File: src/hw/rtl/qtbm_pkg.sv
// Shared codes, field widths and result types for the quota/TTL buffer manager.
// Depends on nothing; qtbm_page and the top level import it.
package qtbm_pkg;

	localparam int TIME_W = 32;
	localparam int LEN_W  = 32;
	localparam int OFF_W  = 32;
	localparam int MAXB_W = 31;
	localparam int TTL_W  = 17;
	localparam int LIM_W  = 7;
	localparam int BUD_W  = 32;
	localparam int CFG_AW = 2;
	localparam int CFG_DW = 32;

	// configuration register indexes
	localparam logic [CFG_AW-1:0] REG_TTL    = 2'd0;
	localparam logic [CFG_AW-1:0] REG_LIMIT  = 2'd1;
	localparam logic [CFG_AW-1:0] REG_BUDGET = 2'd2;

	localparam logic [TTL_W-1:0] TTL_RESET    = 17'd600;
	localparam logic [LIM_W-1:0] LIMIT_RESET  = 7'd16;
	localparam logic [BUD_W-1:0] BUDGET_RESET = 32'd67108864;

	// actions
	localparam logic [1:0] ACT_STORE   = 2'd0;
	localparam logic [1:0] ACT_PAGE    = 2'd1;
	localparam logic [1:0] ACT_CLR_SES = 2'd2;
	localparam logic [1:0] ACT_CLR_ALL = 2'd3;

	// status codes
	localparam logic [1:0] STAT_OK        = 2'd0;
	localparam logic [1:0] STAT_NOT_FOUND = 2'd1;
	localparam logic [1:0] STAT_TOO_LARGE = 2'd2;

	typedef struct packed {
		logic [LEN_W-1:0]  total_length;
		logic [MAXB_W-1:0] page_length;
		logic              complete;
		logic [OFF_W-1:0]  next_off;
	} page_res_t;

endpackage

File: src/hw/rtl/qtbm_page.sv
// Page span unit: clips a page against the entry length in three registered steps.
// Depends on qtbm_pkg for widths and the result struct.
module qtbm_page
	import qtbm_pkg::*;
(
	input  logic              clk,
	input  logic              arst_n,
	input  logic              start,
	input  logic [LEN_W-1:0]  total,
	input  logic [OFF_W-1:0]  offset,
	input  logic [MAXB_W-1:0] page_limit,
	output logic              done,
	output page_res_t         res
);

	logic               v_s1, v_s2, v_s3;
	logic signed [33:0] off_s1, off_s2;
	logic signed [33:0] tot_s1, tot_s2;
	logic signed [33:0] diff_s1;
	logic               inr_s1;
	logic [MAXB_W-1:0]  max_s1;
	logic [MAXB_W-1:0]  page_s2;
	logic signed [33:0] off_ext, tot_ext, next_sum;

	assign off_ext  = 34'(signed'(offset));
	assign tot_ext  = signed'({2'b00, total});
	assign next_sum = off_s2 + signed'({3'b000, page_s2});

	always_ff @(posedge clk or negedge arst_n) begin
		if (!arst_n) begin
			v_s1 <= 1'b0;
			v_s2 <= 1'b0;
			v_s3 <= 1'b0;
		end else begin
			v_s1 <= start;
			v_s2 <= v_s1;
			v_s3 <= v_s2;
		end
	end

	always_ff @(posedge clk) begin
		// in range and remaining length
		off_s1  <= off_ext;
		tot_s1  <= tot_ext;
		max_s1  <= page_limit;
		inr_s1  <= (off_ext >= 34'sd0) && (off_ext <= tot_ext);
		diff_s1 <= tot_ext - off_ext;
		// clip to the page limit
		off_s2 <= off_s1;
		tot_s2 <= tot_s1;
		if (!inr_s1) begin
			page_s2 <= '0;
		end else if (diff_s1 > signed'({3'b000, max_s1})) begin
			page_s2 <= max_s1;
		end else begin
			page_s2 <= diff_s1[MAXB_W-1:0];
		end
		// next offset and completion
		res.total_length <= tot_s2[LEN_W-1:0];
		res.page_length  <= page_s2;
		res.complete     <= (next_sum >= tot_s2);
		res.next_off     <= next_sum[OFF_W-1:0];
	end

	assign done = v_s3;

endmodule

File: config.mk
export PLATFORM = sky130hd
export DESIGN_NAME = qtbm_page
export DESIGN_NICKNAME = d
export VERILOG_FILES = /design/src/hw/rtl/qtbm_pkg.sv /design/src/hw/rtl/qtbm_page.sv
export SDC_FILE = /design/constraint.sdc
export NUM_CORES = 1
export LEC_CHECK = 0
export BUFFER_PORTS_ARGS = -buffer_cell sky130_fd_sc_hd__buf_2
export CORE_MARGIN = 5
export CORE_UTILIZATION = 55
export DETAILED_ROUTE_END_ITERATION = 8
export GPL_ROUTABILITY_DRIVEN = 0
export HOLD_SLACK_MARGIN = 0.03
export PLACE_DENSITY = 0.79
export RECOVER_POWER = 50
export SLEW_MARGIN = 30
export SYNTH_ARGS = -nofsm -noshare
export SYNTH_HDL_FRONTEND = slang
export SYNTH_SLANG_ARGS = --single-unit
export TNS_END_PERCENT = 5
File: constraint.sdc
create_clock -name clk -period 4.2 [get_ports clk]
set_input_delay 0.84 -clock clk [delete_from_list [all_inputs] [get_ports clk]]
set_output_delay 0.84 -clock clk [all_outputs]
set_load 0.02 [all_outputs]
# Word level (Yosys, flattened, before mapping)
# Index checks and enable logic that the tools add are counted.
[word_totals] reg_bits=324 wordCells=23 output_inout_bits=97 input_bits=98
[op_classes] n_addsub=2 reduce_logical=1 magnitude_cmp=4 muxes=1
[op_table] op="34-bit by 33-bit greater-or-equal comparator with 1-bit output" count=1
[op_table] op="34-bit by 32-bit greater-than comparator with 1-bit output" count=1
[op_table] op="33-bit by 32-bit subtractor with 34-bit output" count=1
[op_table] op="32-bit by 32-bit adder with 33-bit output" count=1
[op_table] op="32-bit by 33-bit <= comparator with 1-bit output" count=1
[op_table] op="32-bit by 1-bit greater-or-equal comparator with 1-bit output (second input constant)" count=1
[op_table] op="31-bit 2-to-1 mux" count=1
[op_table] op="1-bit logical AND" count=1

# Logic depth before layout (Yosys ltp)
# Gate-level depths: netlist (run 1).
[logic_depth] ltp_word=2 mapped_depth=19 ltp_nobuf=19

# Worst setup path before layout (run 1)
# Ideal clock, no wire load.
[synth_timing] kind="flip-flop to flip-flop" start="register page_s2[0]" end="register res[32] (netlist name)" synth_period_minus_slack_ps=3631 stages_incl_launch_ff=19 t_required_ps=4084 setup_slack_ps=569 setup_time_ps=116 path_buffers=0 arrival_time_ps=3515 cell_sequence="dfxtp_1 -> ha_1 -> inv_1 -> fa_1 -> nor2b_1 -> o31a_1 -> o31a_1 -> o21ai_0 -> a31oi_1 -> a31oi_1 -> o21ai_0 -> xor2_1 -> ha_1 -> a21oi_1 -> nor2b_1 -> a2111oi_0 -> and3_1 -> o211ai_1 -> o211a_1"
[synth_via] elab_chain_len=2
[synth_lines] item="start: declaration" line_no="qtbm_page.sv:22" text="logic [MAXB_W-1:0] page_s2;"
[synth_lines] item="start signal: assignment" line_no="qtbm_page.sv:54" text="page_s2 <= max_s1;"
[synth_lines] item="start signal: assignment" line_no="qtbm_page.sv:56" text="page_s2 <= diff_s1[MAXB_W-1:0];"
[synth_lines] item="32-bit by 32-bit adder with 33-bit output" line_no="qtbm_page.sv:27" text="assign next_sum = off_s2 + signed'({3'b000, page_s2});"
[synth_lines] item="net next_sum[28]" line_no="qtbm_page.sv:23" text="logic signed [33:0] off_ext, tot_ext, next_sum;"
[synth_lines] item="34-bit by 33-bit greater-or-equal comparator with 1-bit output" line_no="qtbm_page.sv:61" text="res.complete <= (next_sum >= tot_s2);"
[synth_lines] item="end: declaration" line_no="qtbm_page.sv:13" text="output page_res_t res"
# The timed path passes the listed nets, and every way through them passes these cells.
# A chain may end at the register's enable or synchronous reset.

# Worst setup path after layout (run 1)
[layout_timing] start="register off_s2[0]" end="register res[32] (netlist name)"
[layout_via] elab_chain_len=2
[layout_lines] item="start: declaration" line_no="qtbm_page.sv:17" text="logic signed [33:0] off_s1, off_s2;"
[layout_lines] item="start signal: assignment" line_no="qtbm_page.sv:49" text="off_s2 <= off_s1;"
[layout_lines] item="32-bit by 32-bit adder with 33-bit output" line_no="qtbm_page.sv:27"
[layout_lines] item="net next_sum[30]" line_no="qtbm_page.sv:23"
[layout_lines] item="34-bit by 33-bit greater-or-equal comparator with 1-bit output" line_no="qtbm_page.sv:61"
# The timed path passes the listed nets, and every way through them passes these cells.

==> reports/metrics.cfg, run 1 <==
[status]
status = complete, no violations

[worst_setup_path]
slowest_delay_ns = 0.38
endpoint_kind = flip-flop
crit_fanout = 3
worstPathCellList = ha_4 > inv_2 > fa_2 > nor2b_1 > o31a_1 > o31a_1 > o21ai_2 > a31oi_4 > a211o_1 > a21oi_2 > xnor2_2 > ha_1 > nand4_1 > a21oi_2 > o31ai_2 > o211ai_1 > a31oi_2 > o211ai_1 > o211a_1
required_ns = 4.65
timing_worst_setup_path_type = reg -> reg
slowest_stage = o31a_1
r2r-start = off_s2[0]$_DFF_P_
start_kind = flip-flop
cp-startpoint = off_s2[0]$_DFF_P_
crit_arrival_ns = 4.58
rrSetupSlack_ns = 0.07

[synthesis]
synthesis.nets = 1365
synthCells = 1137
yosysSeqAreaShare = 0.5407
synth.distinct_cells = 59
synthFlopType = dfxtp_1
yosysWarnings = 0
ys_ff_latch = 324
synth_edf_count = 0
netlist_area_um2 = 12020
async_flop_share = 0.009259
syn_avg_cell_area_um2 = 10.58

[sta]
hold_ws_ns = 0.1432
tightest_slew_ns = 0.6579
setup_viol = 0
fin_crit_sh = 0.9835
relSlewSlack = 0.5590
slew_viol_final = 0
grt_setup_unrepaired = yes
fin_crit_ns = 4.131
finClkSkew_ns = 0.01488
max_freq_ghz = 0.2421
hold_violations = 0

[pwr]
p_total_mw = 8.061
power_frac_comb = 0.191
swShare = 0.2788
power.density_nw_per_um2 = 552.2
intPower_mw = 5.814
clkPwrFrac = 0.370
vdd_ir_drop_max_mv = 0.3481
p_sw_mw = 2.247
leakagePower_nw = 7.137
p_seq_frac = 0.440

[floorplan]
die_x_um = 157.9
core_um2 = 21690
dieHeight_um = 157.9
die_area_um2 = 24920
io_pins = 195
rows = 54
start_util = 0.5544

[clock_tree]
cts_tree = yes
clkTransAtPathRegs_ns = 0.06
ctsRootBufferMaster = clkbuf_16
cts_buffer_depth = 3
ctsHtreeMaxLevel = 2
clk_latency_ns = 0.51
cts_buffers = 34
clock-sinks = 324

[job]
drv_cap = 0

[cells_and_area]
final_nets = 1598
final_util = 0.6731
drive_above_1_share = 0.1793
syn2layout_area_growth_pct = 21.42
num_antenna_cells = 0
final_cells = 1674
fin_area_um2 = 14600

[placement]
port_buffers = 194
dp_hpwl_mm = 22.02
placedInstanceArea_um2 = 13390
place_inst = 1610

[route]
vias = 8782
ant_nets = 0
drc = 0
avgRoutedWirePerCell_um = 17.02
firstDrtPassIters = 5
detail_route.vias_per_cell = 5.246
routed_wl_mm = 28.48
drtIter0Drc = 629

[global_route]
grt.total_usage = 0.2231
gr-total-overflow = 0
grt_pass1_vias = 8661
grt_pass1_wl_mm = 43.88
antenna_found_initial = 0
grt_max_degree = 63

[worst_hold_path]
min_path_type = in -> async

[critical path: cells and delay by family (launching register included)]
kind / cells / cell delay (ns)
flops: 1 / 0.33
simple gates: 2 / 0.25
fa+ha+maj: 3 / 0.70
xor+xnor: 1 / 0.09
buf+inv: 1 / 0.05
compound gates: 12 / 2.64
[per-layer routing]
metal  vias to the layer above  global-route usage  routed length, um
met5                         -                   0                  0
li1                       4368                   -                  -
met4                         0             0.08439                892
met1                      4034              0.2799              12020
met2                       313              0.3768              13500
met3                        67             0.04948               2078
[flip-flops by register name (all words and copies together), names as in the netlist]
name and flops:
off_s1 32, v_s2 1, diff_s1 34, tot_s2 32, v_s1 1, done 1, max_s1 31, page_s2 31
off_s2 32, res 96, tot_s1 32, inr_s1 1
[cell usage after synthesis, drive strengths merged, types with 2 or more instances]
cell type  number  area [um2]
nor4            2       12.51
a31oi           6       37.54
xor2           13       113.9
inv           122       457.9
nor2           43       161.4
nor2b          10       62.56
buf             4       20.02
or2             4       25.02
ha            128        1602
nand3           7       35.03
o31a            4       35.03
nand2b          6       37.54
or3             4       25.02
a22o            2       17.52
a221oi          4       35.03
mux2i          33       330.3
dfxtp         321        6426
a211o           2       17.52
and4            4       35.03
nor3           14       75.07
dfrtp           3       75.07
nand2         104       390.4
xnor2          37       324.1
clkbuf          7       26.28
a21oi          76       384.1
o21a            9       67.56
fa              2       40.04
o31ai           4       30.03
a21o           45       337.8
nand4          21       131.4
o211ai         13       97.59
a211oi          7       52.55
or4             2       18.77
and3            5       31.28
a21boi          5       37.54
o21bai          7       52.55
o21ai          40       204.0
[layout make-up]
type | instances | area, um2
well taps | 280 | 350.3
flip-flops and latches | 324 | 6506
clock buffers | 45 | 996.0
inverters | 122 | 457.9
repair buffers | 208 | 1021
fillers | 1635 | 7089
clock inverters | 15 | 143.9
multi-input cells | 680 | 5124
[cell families after synthesis]
logic type | share of synthesized area
AO/OA/AOI/OAI | 0.1270
XOR/XNOR | 0.03642
adder cells (fa/ha/maj) | 0.1365
buffers and inverters | 0.04194
flip-flops | 0.5407
multiplexers | 0.02747
AND/OR/NAND/NOR | 0.09001
[cell usage in the layout (no fill, tap or decap), types with 9 or more instances in the layout]
cell	Yosys	routed
nand2_1	104	104
o21a_1	9	9
xor2_1	13	13
dfxtp_1	321	319
inv_1	122	121
buf_4	0	14
a21oi_1	75	71
mux2i_1	33	33
nor2_1	43	43
clkbuf_1	7	48
xnor2_1	37	36
clkbuf_16	0	37
a21o_1	45	45
nor2b_1	10	10
buf_2	4	150
nand4_1	21	21
o211ai_1	13	13
ha_1	128	127
o21ai_0	37	34
nor3_1	13	13
[through the flow]
stage | TNS, ns | worst slack (ns)
floorplan | 0 | 0.5692
global placement | -0.06779 | -0.06779
detailed placement | -0.2721 | -0.2721
CTS | 0 | 0.03272
global route | -0.04680 | -0.04680
finish | 0 | 0.06948
[final timing paths]
kind,depth (start not counted),endpoint
max,19,res[32]$_DFF_P_
min,1,v_s2$_DFF_PN0_
max reg2reg,19,res[32]$_DFF_P_
min reg2reg,0,tot_s2[2]$_DFF_P_
max in group asynchronous,1,v_s1$_DFF_PN0_
min in group clk,0,tot_s2[2]$_DFF_P_
[power by group through the flow]
| stage | Combinational, mW | Sequential, mW | Clock (mW) |
|---|---|---|---|
| floorplan | 0.845 | 3.72 | 0 |
| global placement | 1.45 | 3.60 | 0 |
| detailed placement | 1.48 | 3.61 | 0 |
| CTS | 1.51 | 3.55 | 3.02 |
| global route | 1.68 | 3.58 | 3.16 |
| finish | 1.54 | 3.55 | 2.98 |
[repair_timing]
item / 4_1_cts / 5_1_grt
pin swaps: 0 / 13
setup endpoints to repair: 1 / 1
setup buffers: 0 / 4
resized for setup: 7 / 18
hold buffers: 0 / 0
Note: power is estimated with default switching activity, not from simulation.
==> run 2, diff against run 1 <==
REMOVE_ABC_BUFFERS = 1   (was unset)
==> run 2 against run 1 <==
  * Wire length increased by 1.9%
  * Via count up 0.77%
  * Largest power group unchanged
  * Cell count down 0.12%
  * Largest cell class unchanged
  * Core utilization shrank 0.29 points
  * Highest routed layer unchanged
  * Die area did not move
  * Register-to-register slack gained 0.14 ns
  * Clock skew is 0.0050 ns lower
  * Non-clock buffer count is the same
==> reports/metrics.cfg, run 2 (synthesis gave the netlist of run 1 again) <==
[status]
status = complete, no violations

[sta]
setup_ws_ns = 0.2068
fin_crit_sh = 0.9508
hold_violations = 0
max_freq_ghz = 0.2504
slew_viol_final = 0
tightest_slew_ns = 0.6736
fin_crit_ns = 3.993
setup_viol = 0
finClkSkew_ns = 0.009847
relSlewSlack = 0.5471

[clock_tree]
cts_buffer_depth = 3
clock-sinks = 324
ctsHtreeMaxLevel = 1
ctsRootBufferMaster = clkbuf_16
clkTransAtPathRegs_ns = 0.07
cts_buffers = 31
clk_latency_ns = 0.55
cts_tree = yes

[worst_setup_path]
endpoint_kind = flip-flop
worstPathCellList = ha_1 > inv_1 > fa_1 > nor2b_2 > o31a_1 > o31a_1 > buf_4 > o211ai_1 > a21oi_1 > o21ai_0 > a221oi_2 > ha_1 > a21o_1 > a21o_1 > a21o_1 > a21oi_1 > nor2b_1 > o211ai_1 > o211ai_1 > o211a_1
rrSetupSlack_ns = 0.21
slowest_delay_ns = 0.38
required_ns = 4.64
cp-startpoint = off_s2[0]$_DFF_P_
path_buf_inv = 2
start_kind = flip-flop
crit_fanout = 3
r2r-start = off_s2[0]$_DFF_P_
cpLargestDelayFamily = compound AO/OA/AOI/OAI gates
timing_worst_setup_path_type = reg -> reg
slowest_stage = o31a_1
crit_arrival_ns = 4.44

[route]
firstDrtPassIters = 5
vias = 8850
drtIter0Drc = 615
avgRoutedWirePerCell_um = 17.36
routed_wl_mm = 29.03
drc = 0
detail_route.vias_per_cell = 5.293
ant_nets = 0

[cells_and_area]
layout_common_cells = dfxtp_1, buf_2, ha_1
mostFrequentLayoutCell = dfxtp_1
largest_register_ff_count = 96
final_util = 0.6702
drive_above_1_share = 0.1754
syn2layout_area_growth_pct = 20.89
final_nets = 1595
largest-register = res
fin_area_um2 = 14540
final_cells = 1672
largestRegisters = res: 96 flops, diff_s1: 34 flops

[global_route]
gr-total-overflow = 0
grt.total_usage = 0.2280
antenna_found_initial = 0
grt_pass1_vias = 8900
grt_max_degree = 63
grt_pass1_wl_mm = 45.11

[floorplan]
io_pins = 195
die_area_um2 = 24920
start_util = 0.5544
die_x_um = 157.9
core_um2 = 21690
rows = 54
dieHeight_um = 157.9

[job]
drv_cap = 0

[placement]
port_buffers = 194
dp_hpwl_mm = 22.49
placedInstanceArea_um2 = 13380
pre_cts_ws_ns = -0.3083
place_inst = 1609

[pwr]
p_total_mw = 7.998
vdd_ir_drop_max_mv = 0.2981
power.density_nw_per_um2 = 550.2
leakagePower_nw = 7.102

[worst_hold_path]
min_path_type = in -> async

==> run 2: layout make-up <==
| cell class | count | area [um2] |
|---|---|---|
| fill | 1644 | 7152 |
| inverter | 122 | 457.9 |
| antenna | 1 | 2.502 |
| multi-input combinational | 680 | 5112 |
| timing repair buffer | 208 | 1022 |
| tap | 280 | 350.3 |
| sequential | 324 | 6505 |
| clock inverter | 18 | 240.2 |
| clock buffer | 39 | 845.8 |
==> run 2: path summary, 6_finish.rpt <==
path	end	cells after the start
max	res[32]$_DFF_P_	20
min	v_s1$_DFF_PN0_	1
max reg2reg	res[32]$_DFF_P_	20
min reg2reg	tot_s2[7]$_DFF_P_	0
max in group asynchronous	done$_DFF_PN0_	1
min in group clk	tot_s2[7]$_DFF_P_	0
==> run 2: what timing repair did <==
action / 4_1_cts / 5_1_grt
setup buffers: 0 / 5
endpoints found under the setup margin: 1 / 1
pin swaps: 1 / 9
gates resized for setup: 6 / 16
hold endpoints to repair: 0 / 0
hold buffers: 0 / 0
==> run 2: per-layer routing <==
layer	global-route usage	wire [um]
met1	0.2969	12280
met2	0.3865	13760
met3	0.04210	2165
met4	0.07087	819
met5	0	0
==> run 2: per-stage QoR <==
step | setup TNS, ns | hold WS (ns)
floorplan | -28.73 | 0.3096
global route | -0.03878 | 0.07373
global placement | -0.04088 | 0.3097
detailed placement | -0.3083 | 0.3121
CTS | 0 | 0.06436
finish | 0 | 0.08679
==> run 2: worst reg2reg max path, stage by stage (launching register included) <==
cell and delay (ns):
dfxtp_1 0.31, ha_1 0.23, inv_1 0.08, fa_1 0.21, nor2b_2 0.06, o31a_1 0.27
o31a_1 0.38, buf_4 0.16, o211ai_1 0.26, a21oi_1 0.13, o21ai_0 0.26, a221oi_2 0.15
ha_1 0.21, a21o_1 0.18, a21o_1 0.17, a21o_1 0.16, a21oi_1 0.13, nor2b_1 0.06
o211ai_1 0.18, o211ai_1 0.15, o211a_1 0.13
==> run 2: power by group <==
group          internal (mW)  leakage, nW  switching (mW)  total, mW
clock                   1.74        0.524            1.16       2.90
combinational          0.625         3.85           0.928       1.55
sequential              3.39         2.73           0.153       3.55
total                   5.76         7.10            2.24       8.00
