`config.mk`:
```
export PLATFORM = sky130hd
export DESIGN_NAME = qtbm_mem
export DESIGN_NICKNAME = d
export VERILOG_FILES = /design/src/hw/rtl/qtbm_mem.sv
export SDC_FILE = /design/constraint.sdc
export NUM_CORES = 1
export LEC_CHECK = 0
export BUFFER_PORTS_ARGS = -buffer_cell sky130_fd_sc_hd__buf_2
export CAP_MARGIN = 20
export CORE_MARGIN = 8
export CORE_UTILIZATION = 35
export DETAILED_ROUTE_END_ITERATION = 16
export GPL_TIMING_DRIVEN = 0
export PLACE_DENSITY = 0.56
export RECOVER_POWER = 50
export SYNTH_ARGS = -nofsm -noshare
export SYNTH_HDL_FRONTEND = slang
export SYNTH_SLANG_ARGS = --single-unit
```
`constraint.sdc`:
```
create_clock -name clk -period 3 [get_ports clk]
set_clock_uncertainty 0.05 [all_clocks]
set_input_delay 0.15 -clock clk [delete_from_list [all_inputs] [get_ports clk]]
set_output_delay 0.15 -clock clk [all_outputs]
set_load 0.01 [all_outputs]
```
`src/hw/rtl/qtbm_mem.sv`:
```
// Entry record memory: one write port, one registered read port.
// Depends on nothing; width and depth come from the instantiating level.
module qtbm_mem #(
	parameter int W     = 8,
	parameter int DEPTH = 64,
	localparam int AW   = $clog2(DEPTH)
) (
	input  logic          clk,
	input  logic          we,
	input  logic [AW-1:0] waddr,
	input  logic [W-1:0]  wdata,
	input  logic [AW-1:0] raddr,
	output logic [W-1:0]  rdata
);

	logic [W-1:0] mem [DEPTH];

	always_ff @(posedge clk) begin
		if (we) begin
			mem[waddr] <= wdata;
		end
		rdata <= mem[raddr];
	end

endmodule

```
== Word level (Yosys, flattened, before mapping) ==
Memory sizes are Yosys's and may differ from the RTL's. A register that Yosys moved wholly into a read port is not among the register bits.
Index checks and enable logic that the tools add are counted.
Widths: inputs -> output; s select.

* Muxes and demuxes: 2

{| class="wikitable"
|+ Operators by type and width
! kind !! number
|-
| $mux 1 || 2
|}

* Flip-flop bits (word level): 0
* Memories: 1
* Input bits: 22
* Word-level logic and storage cells: 3
* Memory bits (writable): 512

{| class="wikitable"
|+ Memories
! name !! words !! width !! read ports !! clocked after Yosys merged registers in !! wr ports !! line !! source
|-
| mem || 64 || 8 || 1 || 1 || 1 || 16 || <nowiki>logic [W-1:0] mem [DEPTH];</nowiki>
|}

== Longest topological paths before layout ==
Gate-level depths: netlist (run 1).

* Depth after elaboration: 2
* Mapped depth: 9
* Gate-level depth less buffers: 5

== Worst setup path after synthesis (run 1) ==
OpenSTA, ideal clock, no wires.

* Kind: in2reg
* From: input port raddr[1]
* To: register rdata[3] (read register of mem)
* Path buffers: 3
* Library setup time: 128 ps
* Stages: 7
* Data required time: 2822 ps
* Arrival time: 1690 ps
* Setup slack: 1132 ps
* Cells stage by stage: buf_4 > buf_2 > buf_2 > mux4_2 > mux4_2 > o21ai_1 > o41ai_1

{| class="wikitable"
|+ RTL lines
! item !! line !! source
|-
| from (decl) || 12 || <nowiki>input logic [AW-1:0] raddr,</nowiki>
|-
| to (decl) || 13 || <nowiki>output logic [W-1:0] rdata</nowiki>
|}

==> results.toml, run 1 <==
[logic_synthesis]
yosysTopAreaCellShare_pct = 76.24
yosysWarnings = 0
yosysTopAreaCell = "sky130_fd_sc_hd__edfxtp_1"
synth_cell_type_count = 40
synth_area_per_cell_um2 = 21.45
synthTopCellsByArea = "sky130_fd_sc_hd__edfxtp_1, sky130_fd_sc_hd__mux4_2, sky130_fd_sc_hd__nor2_1"
syn_area_um2 = 20170
synth_cells = 940
postSynthRegisterBits = 520
synthesis.nets = 962
synth_seq_area_share_pct = 77.03

[setup_path]
cpLargestDelayFamily = "buffers and inverters"
path_cells = "buf_2, buf_4, clkbuf_1, buf_2, o221ai_1, o21a_1, o41ai_1"
cp_num_buf_inv = 4
cp.required_ns = 3.35
critPathMostFrequentCell = "sky130_fd_sc_hd__buf_2"
worstSetupEndpointType = "flop"
path_class = "in2reg"
crit_arrival_ns = 2.97
cpPeakStageDelay_ns = 0.71
worst-path-max-fanout = 10
cp_startpoint_kind = "input port"
worst_path_max_delay_cell = "sky130_fd_sc_hd__o41ai_1"

[floorplan]
pin_count = 30
die_w_um = 256.0
start_util_pct = 35.16
die_h_um = 256.0
fp.dieArea_um2 = 65560
std_cell_rows = 88
core-area_um2 = 57370

[status]
violated_checks = "capacitance limit, slew limit"
run_status = "finished with violations"

[sta]
hold_ws_ns = 0.1196
final-hold-violation-count = 0
timing_worst_slew_pin_value_ns = 1.891
max-slew-margin-rel_pct = -26.06
timing.final.max_slew_violations = 105
highest_clock_rate_ghz = 0.3808
final-setup-viol-count = 0
post-route-period-util_pct = 87.54
rsz0062_at_grt = "no"
period_minus_slack_ns = 2.626
layout_setup_ws_ns = 0.3739

[global_route]
grt.overflow.total = 0
grt_pass1_wl_um = 72540
grt_max_degree = 65
grt_util_all_layers_pct = 15.12
antenna_found_initial = 3
first_global_vias = 10130

[final_layout]
final_area_um2 = 23080
num-nets-final = 1055
multi_input_area_um2 = 4315
finalCoreUtilization_pct = 40.24
flip_flop_and_latch_area_um2 = 15530
area.growth.synth_to_final_pct = 14.47
drive_gt1_share_pct = 24.28
most_common_cell_after_layout_fill_and_taps_aside = "sky130_fd_sc_hd__edfxtp_1"
nFillCells = 5106
commonest_non_fill_non_tap_cells_in_the_layout = "sky130_fd_sc_hd__edfxtp_1, sky130_fd_sc_hd__mux4_2, sky130_fd_sc_hd__nor2_1, sky130_fd_sc_hd__clkbuf_16, sky130_fd_sc_hd__clkbuf_1"

[drt]
drtIter0Drc = 727
num_vias = 9855
route.final.wire_length_um = 50090
drcViolationCount = 0
detail_route.vias_per_cell = 5.353
drt_pass_1_iters = 4
postRouteAntennaNets = 0
drt-wirelength-per-cell_um = 27.21

[cts]
worstSkewPairLatency_ns = 0.59
clock_tree.buffer_depth = 3
cts-buffers-inserted = 51
cts_num_sinks = 520
tritoncts = "yes"
post_cts_resize_count = 0
post-cts-setup-buffers = 0
cts.htree.levels = 2
root_buffer = "sky130_fd_sc_hd__clkbuf_16"
clk_pin_slew_worst_paths_ns = 0.06

[power]
irDropWorstVdd_mv = 0.4209
leakage_nw = 7.098
power-per-cell-area_nw_per_um2 = 668.8
post_layout_total_power_mw = 15.44

[placement]
buffer_ports.inserted = 21
finalWeightedCongestion = 0.8937
detailedPlacementHpwl_um = 32050
preCtsSetupSlack_ns = -0.1171
placedInstanceArea_um2 = 21280

[worst_hold_path]
hold_class = "in2reg"

[run]
max_capacitance_violation_total = 2
[kinds of logic after synthesis]
kind of cell           share of synthesized area, %
DFF                                           77.03
muxes                                         15.94
and+or+nand+nor                               3.387
AOI/OAI and AO/OA                             2.072
buffers and inverters                         1.570
[synthesized netlist by cell type]
| cell type | n |
|---|---|
| sky130_fd_sc_hd__a2111oi_0 | 2 |
| sky130_fd_sc_hd__a211oi_1 | 4 |
| sky130_fd_sc_hd__a21oi_1 | 3 |
| sky130_fd_sc_hd__a221oi_1 | 6 |
| sky130_fd_sc_hd__a22oi_1 | 3 |
| sky130_fd_sc_hd__a31oi_1 | 1 |
| sky130_fd_sc_hd__and2_1 | 1 |
| sky130_fd_sc_hd__buf_1 | 4 |
| sky130_fd_sc_hd__buf_12 | 2 |
| sky130_fd_sc_hd__buf_2 | 11 |
| sky130_fd_sc_hd__buf_4 | 13 |
| sky130_fd_sc_hd__buf_6 | 4 |
| sky130_fd_sc_hd__clkbuf_1 | 17 |
| sky130_fd_sc_hd__dfxtp_1 | 8 |
| sky130_fd_sc_hd__edfxtp_1 | 512 |
| sky130_fd_sc_hd__mux2_2 | 13 |
| sky130_fd_sc_hd__mux2i_1 | 23 |
| sky130_fd_sc_hd__mux4_2 | 126 |
| sky130_fd_sc_hd__nand2_1 | 19 |
| sky130_fd_sc_hd__nand2b_1 | 7 |
| sky130_fd_sc_hd__nand3_1 | 13 |
| sky130_fd_sc_hd__nand3b_1 | 3 |
| sky130_fd_sc_hd__nand4_1 | 2 |
| sky130_fd_sc_hd__nand4b_1 | 1 |
| sky130_fd_sc_hd__nor2_1 | 83 |
| sky130_fd_sc_hd__nor2b_1 | 14 |
| sky130_fd_sc_hd__nor3_1 | 7 |
| sky130_fd_sc_hd__nor4_1 | 2 |
| sky130_fd_sc_hd__o2111ai_1 | 3 |
| sky130_fd_sc_hd__o21a_1 | 2 |
| sky130_fd_sc_hd__o21ai_0 | 2 |
| sky130_fd_sc_hd__o21ai_1 | 2 |
| sky130_fd_sc_hd__o221a_2 | 2 |
| sky130_fd_sc_hd__o221ai_1 | 8 |
| sky130_fd_sc_hd__o22ai_1 | 8 |
| sky130_fd_sc_hd__o2bb2ai_1 | 3 |
| sky130_fd_sc_hd__o311ai_1 | 1 |
| sky130_fd_sc_hd__o32ai_1 | 2 |
| sky130_fd_sc_hd__o41ai_1 | 2 |
| sky130_fd_sc_hd__or3_1 | 1 |
[per-layer routing]
layer  vias to the layer above  global-route usage, %  part of all wire, %
li1                       4123                      -                    -
met1                      5295                  20.74                   42
met2                       352                  23.45                   47
met3                        83                  3.213                  6.9
met4                         2                  5.941                  3.4
met5                         -                      0                0.030
[registers in the layout, indices dropped and copies added (netlist names)]
name and flops:
rdata 8, mem 512
[per-stage QoR]
step,cells,TNS (ns)
3_3_place_gp,1726,-0.3251
3_5_place_dp,1730,-0.4119
2_1_floorplan,940,0
5_1_grt,1840,0
4_1_cts,1828,0
6_report,1841,0
[power breakdown]
part           total, mW  internal (mW)  leakage [nW]  switching, mW
sequential          8.06           8.05          4.67         0.0133
clock               6.56           3.86         0.833           2.70
combinational      0.820          0.290          1.59          0.530
[worst paths after layout]
path                        start                    to  slack (ns)  cells past startpoint
max                      raddr[2]      rdata[3]$_DFF_P_        0.37                      7
min                            we  mem[48][3]$_DFFE_PP_        0.12                      3
max reg2reg  mem[21][4]$_DFFE_PP_      rdata[4]$_DFF_P_        0.80                      5
min reg2reg  mem[22][2]$_DFFE_PP_      rdata[2]$_DFF_P_        0.95                      4
[repair_timing]
action | 4_1_cts | 5_1_grt
endpoints found under the setup margin | 0 | 0
hold buffers | 3 | 6
hold endpoints to repair | 34 | 83
[final cells by class]
type | instances | share of cell area, %
Buffer | 51 | 1.371
Sequential cell | 520 | 67.30
Antenna cell | 1 | 0.01084
Multi-Input combinational cell | 369 | 18.69
Timing Repair Buffer | 40 | 1.068
Clock buffer | 64 | 5.967
Clock inverter | 31 | 1.447
Tap cell | 765 | 4.146
[worst min-delay path: stages]
cell and delay, ns:
sky130_fd_sc_hd__buf_2 0.14, sky130_fd_sc_hd__nand4b_1 0.17, sky130_fd_sc_hd__nor3_1 0.11
No activity file was read; power rests on OpenSTA's default activity.
==> inputs of run 2 (changes only) <==
--- a/config.mk
+++ b/config.mk
@@ -11,6 +11,7 @@
 export CORE_UTILIZATION = 35
 export DETAILED_ROUTE_END_ITERATION = 16
 export GPL_TIMING_DRIVEN = 0
+export HOLD_SLACK_MARGIN = 0.1
 export PLACE_DENSITY = 0.56
 export RECOVER_POWER = 50
 export SYNTH_ARGS = -nofsm -noshare
==> constraint.sdc (replaced) <==
create_clock -name clk -period 2.6 [get_ports clk]
set_clock_uncertainty 0.05 [all_clocks]
set_input_delay 0.13 -clock clk [delete_from_list [all_inputs] [get_ports clk]]
set_output_delay 0.13 -clock clk [all_outputs]
set_load 0.01 [all_outputs]
==> results.toml, run 2 (synthesis gave the netlist of run 1 again) <==
[placement]
buffer_ports.inserted = 21
preCtsSetupSlack_ns = -0.4971
finalWeightedCongestion = 0.8937
detailedPlacementHpwl_um = 32050

[power]
post_layout_total_power_mw = 17.80
leakage_nw = 7.091
power-per-cell-area_nw_per_um2 = 770.3
irDropWorstVdd_mv = 0.4851

[setup_path]
cp_depth = 7
worstSetupEndpointType = "flop"
path_cells = "buf_2, buf_4, clkbuf_1, buf_2, o221ai_1, o21a_1, o41ai_1"
crit_arrival_ns = 2.93
cp_startpoint_kind = "input port"
worst-path-max-fanout = 10
critPathMostFrequentCell = "sky130_fd_sc_hd__buf_2"
cp.required_ns = 2.95
cpLargestDelayFamily = "buffers and inverters"
cp_num_buf_inv = 4
cpPeakStageDelay_ns = 0.66
path_class = "in2reg"
worst_path_max_delay_cell = "sky130_fd_sc_hd__clkbuf_1"
timing.reg2reg.worst_path_depth = 5

[cts]
post-cts-setup-buffers = 0
tritoncts = "yes"
root_buffer = "sky130_fd_sc_hd__clkbuf_16"
worstSkewPairLatency_ns = 0.59
clk_pin_slew_worst_paths_ns = 0.06
cts.htree.levels = 2
cts_num_sinks = 520
clock_tree.buffer_depth = 3
cts-buffers-inserted = 51

[sta]
post-route-period-util_pct = 99.14
final-setup-viol-count = 0
period_minus_slack_ns = 2.578
timing_worst_slew_pin_value_ns = 1.157
max-slew-margin-rel_pct = 22.87
final-hold-violation-count = 0
highest_clock_rate_ghz = 0.3879
rsz0062_at_grt = "no"
hold_ws_ns = 0.1511
layout_setup_ws_ns = 0.02224
timing.final.max_slew_violations = 0

[floorplan]
die_h_um = 256.0
fp.dieArea_um2 = 65560
pin_count = 30
die_w_um = 256.0
std_cell_rows = 88
core-area_um2 = 57370
start_util_pct = 35.16

[global_route]
first_global_vias = 10150
grt_pass1_wl_um = 72560
antenna_found_initial = 3
grt_max_degree = 65
grt_util_all_layers_pct = 15.12
grt.overflow.total = 0

[final_layout]
drive_gt1_share_pct = 24.40
largest_register_ff_count = 512
top_register = "mem"
most_common_cell_after_layout_fill_and_taps_aside = "sky130_fd_sc_hd__edfxtp_1"
flip_flop_and_latch_area_um2 = 15530
num-nets-final = 1058
commonest_non_fill_non_tap_cells_in_the_layout = "sky130_fd_sc_hd__edfxtp_1, sky130_fd_sc_hd__mux4_2, sky130_fd_sc_hd__nor2_1, sky130_fd_sc_hd__clkbuf_16, sky130_fd_sc_hd__clkbuf_1"
largest_registers = "mem x512, rdata x8"
area.growth.synth_to_final_pct = 14.57
finalCoreUtilization_pct = 40.28
multi_input_area_um2 = 4323
nFillCells = 5105

[drt]
route.final.wire_length_um = 49960
drcViolationCount = 0
drt-wirelength-per-cell_um = 27.09
met1_length_um = 20940
postRouteAntennaNets = 0
num_vias = 9807
uppermost_layer_routed = "met5"
dr_wl_met3_um = 3566
detail_route.vias_per_cell = 5.318
met2_length_um = 23700
drt_pass_1_iters = 5
drtIter0Drc = 711

[worst_hold_path]
min_path_cells = 2
hold_class = "in2reg"

[run]
max_capacitance_violation_total = 0

[status]
run_status = "finished, final reports clean"
## run 2: changes by cell type in the layout (fill, tap and decap cells not counted), sizes merged
cell / before / now
clkbuf: 102 / 105
dlygate4sd3: 9 / 12
dlymetal6s2s: 2 / 0
buf: 42 / 41
## run 2: cell type report
cell class	count	area share, %
flip-flops and latches	520	67.23
clock inverters	31	1.446
diodes	1	0.01083
multi-input cells	369	18.71
well taps	765	4.143
clock buffers	64	5.962
repair buffers	43	1.126
plain buffers	51	1.370
## run 2: power breakdown
part	internal, mW	switching [mW]	total, mW
logic	0.336	0.613	0.949
clock network	4.45	3.10	7.55
registers	9.28	0.0154	9.30
total	14.1	3.73	17.8
## run 2: worst paths after layout
| path | from | end | slack, ns |
|---|---|---|---|
| worst max-delay path | raddr[2] | rdata[5]$_DFF_P_ | 0.02 |
| worst min-delay path | waddr[1] | mem[48][3]$_DFFE_PP_ | 0.15 |
| worst max register to register | mem[21][6]$_DFFE_PP_ | rdata[6]$_DFF_P_ | 0.39 |
| worst min register to register | mem[19][2]$_DFFE_PP_ | rdata[2]$_DFF_P_ | 0.96 |
## run 2: worst register-to-register path: cells and delay by family (launching register included)
| kind | cells | cell delay [ns] |
|---|---|---|
| multiplexers | 2 | 0.78 |
| flip-flops | 1 | 0.36 |
| AO/OA/AOI/OAI | 2 | 0.54 |
| AND/OR/NAND/NOR | 1 | 0.31 |
## run 2: routing by layer
| layer | track usage [%] | vias to the layer above |
|---|---|---|
| li1 | - | 4129 |
| met1 | 20.76 | 5210 |
| met2 | 23.45 | 377 |
| met3 | 3.213 | 89 |
| met4 | 5.941 | 2 |
| met5 | 0 | - |
## run 2: what timing repair did
| action | 4_1_cts | 5_1_grt |
|---|---|---|
| endpoints found under the hold margin | 41 | 87 |
| endpoints found under the setup margin | 0 | 1 |
| hold buffers | 6 | 6 |
| resized for setup | 0 | 1 |
## run 2: per-stage QoR
stage                     area (um^2)  cells  TNS [ns]
after floorplan                 20170    940         0
after global placement          21230   1726    -2.554
after detailed placement        21280   1730    -2.546
after CTS                       23060   1831         0
after global routing            23100   1843         0
final                           23110   1844         0
==> inputs of run 3 (changes only) <==
--- a/config.mk
+++ b/config.mk
@@ -5,7 +5,7 @@
 export SDC_FILE = /design/constraint.sdc
 export NUM_CORES = 1
 export LEC_CHECK = 0
-export BUFFER_PORTS_ARGS = -buffer_cell sky130_fd_sc_hd__buf_2
+export BUFFER_PORTS_ARGS = -buffer_cell sky130_fd_sc_hd__buf_4
 export CAP_MARGIN = 20
 export CORE_MARGIN = 8
 export CORE_UTILIZATION = 35
==> results.toml, run 3 (synthesis gave the netlist of run 1 again) <==
[sta]
post-route-period-util_pct = 95.31
rsz0062_at_grt = "no"
final-hold-violation-count = 0
timing_worst_slew_pin_value_ns = 1.450
period_minus_slack_ns = 2.478
final-setup-viol-count = 0
highest_clock_rate_ghz = 0.4036
max-slew-margin-rel_pct = 3.320
timing.final.max_slew_violations = 0
totalNegativeSetupSlack_ns = 0
hold_ws_ns = 0.1317

[drt]
drtIter0Drc = 925
drt-wirelength-per-cell_um = 27.12
num_vias = 9753
drcViolationCount = 0
postRouteAntennaNets = 0
drt_pass_1_iters = 5
detail_route.vias_per_cell = 5.309
route.final.wire_length_um = 49830

[cts]
cts_num_sinks = 520
post-cts-setup-buffers = 0
tritoncts = "yes"
root_buffer = "sky130_fd_sc_hd__clkbuf_16"
clock_tree.buffer_depth = 3
clk_pin_slew_worst_paths_ns = 0.06
cts.htree.levels = 2
cts-buffers-inserted = 51
worstSkewPairLatency_ns = 0.60

[floorplan]
fp.dieArea_um2 = 65560
core-area_um2 = 57370
die_w_um = 256.0
pin_count = 30
start_util_pct = 35.16
std_cell_rows = 88
die_h_um = 256.0

[final_layout]
drive_gt1_share_pct = 24.51
largest_registers = "mem x512, rdata x8"
num-nets-final = 1051
commonest_non_fill_non_tap_cells_in_the_layout = "sky130_fd_sc_hd__edfxtp_1, sky130_fd_sc_hd__mux4_2, sky130_fd_sc_hd__nor2_1, sky130_fd_sc_hd__clkbuf_16, sky130_fd_sc_hd__clkbuf_1"
final_area_um2 = 23080
most_common_cell_after_layout_fill_and_taps_aside = "sky130_fd_sc_hd__edfxtp_1"
top_register = "mem"
area.growth.synth_to_final_pct = 14.47
largest_register_ff_count = 512
fin_cells = 1837

[placement]
buffer_ports.inserted = 21
finalWeightedCongestion = 0.8710
dpl.cell_count = 1728
placedInstanceArea_um2 = 21300
detailedPlacementHpwl_um = 31640

[power]
irDropWorstVdd_mv = 0.4519
leakage_nw = 7.095
power-per-cell-area_nw_per_um2 = 765.4
post_layout_total_power_mw = 17.67

[global_route]
grt_max_degree = 65
grt_pass1_wl_um = 72210
grt_util_all_layers_pct = 15.14
first_global_vias = 10030
antenna_found_initial = 3
grt.overflow.total = 0

[run]
max_capacitance_violation_total = 0

[setup_path]
path_class = "in2reg"
worst-path-max-fanout = 19
worstSetupEndpointType = "flop"
worstSetupStartpoint = "raddr[2]"
crit_arrival_ns = 2.83
cp_startpoint_kind = "input port"
startpoint_of_the_lowest_slack_register_to_register_path = "mem[21][4]$_DFFE_PP_"
cp.required_ns = 2.95

[worst_hold_path]
min_from = "waddr[2]"
hold_class = "in2reg"

[status]
run_status = "finished, final reports clean"
[run 3: cell types whose count changed in the layout (fill, tap and decap cells not counted), moves of 2 or more]
cell	change
sky130_fd_sc_hd__clkinvlp_4	-3
sky130_fd_sc_hd__clkbuf_8	+9
sky130_fd_sc_hd__bufinv_16	-3
sky130_fd_sc_hd__buf_4	+5
sky130_fd_sc_hd__dlygate4sd3_1	+2
sky130_fd_sc_hd__diode_2	+2
sky130_fd_sc_hd__buf_2	-5
sky130_fd_sc_hd__clkinv_2	-3
sky130_fd_sc_hd__clkbuf_1	-7
sky130_fd_sc_hd__clkinv_1	-3
sky130_fd_sc_hd__clkinv_4	-2
[run 3: stage by stage]
stage | setup WS [ns] | utilization (%)
final | 0.1220 | 40.24
after global routing | 0.01938 | 40.23
after CTS | 0.07766 | 40.31
after detailed placement | -0.5480 | 37.12
after global placement | -0.5673 | 37.10
after floorplan | 0.7523 | -
[run 3: cell type report]
| cell class | instances | area, um^2 |
|---|---|---|
| clock inverter | 19 | 202.7 |
| antenna | 3 | 7.507 |
| tap | 765 | 957.2 |
| clock buffer | 74 | 1484 |
| fill | 5041 | 34280 |
| buffer | 50 | 312.8 |
| multi-input combinational | 369 | 4323 |
| timing repair buffer | 37 | 262.8 |
| sequential | 520 | 15530 |
[run 3: routing by layer]
layer,up-vias,track usage [%],part of all wire (%)
met5,-,0,0.026
met4,2,5.767,3.3
met3,83,2.582,6.4
met2,344,23.87,47
met1,5212,20.91,43
li1,4112,-,-
[run 3: what timing repair did]
action | in CTS | in global routing
endpoints found under the hold margin | 493 | 0
hold buffers | 14 | 0
gates resized for setup | 0 | 1
setup endpoints to repair | 0 | 2
[run 3: power breakdown]
part           switching (mW)  internal (mW)
clock network            3.07           4.35
registers              0.0154           9.29
logic                   0.610          0.337
total                    3.70           14.0
[run 3: path summary, 6_finish.rpt]
check             slack, ns              endpoint  cells after the start
setup / recovery       0.12      rdata[3]$_DFF_P_                      6
hold / removal         0.13  mem[48][7]$_DFFE_PP_                      2
setup reg to reg       0.34      rdata[4]$_DFF_P_                      5
hold reg to reg        0.94      rdata[7]$_DFF_P_                      4
[run 3: critical path, stage by stage]
cell                       delay (ns)
sky130_fd_sc_hd__buf_2           0.18
sky130_fd_sc_hd__buf_4           0.37
sky130_fd_sc_hd__clkbuf_1        0.79
sky130_fd_sc_hd__mux4_2          0.44
sky130_fd_sc_hd__o22ai_1         0.10
sky130_fd_sc_hd__o41ai_1         0.82
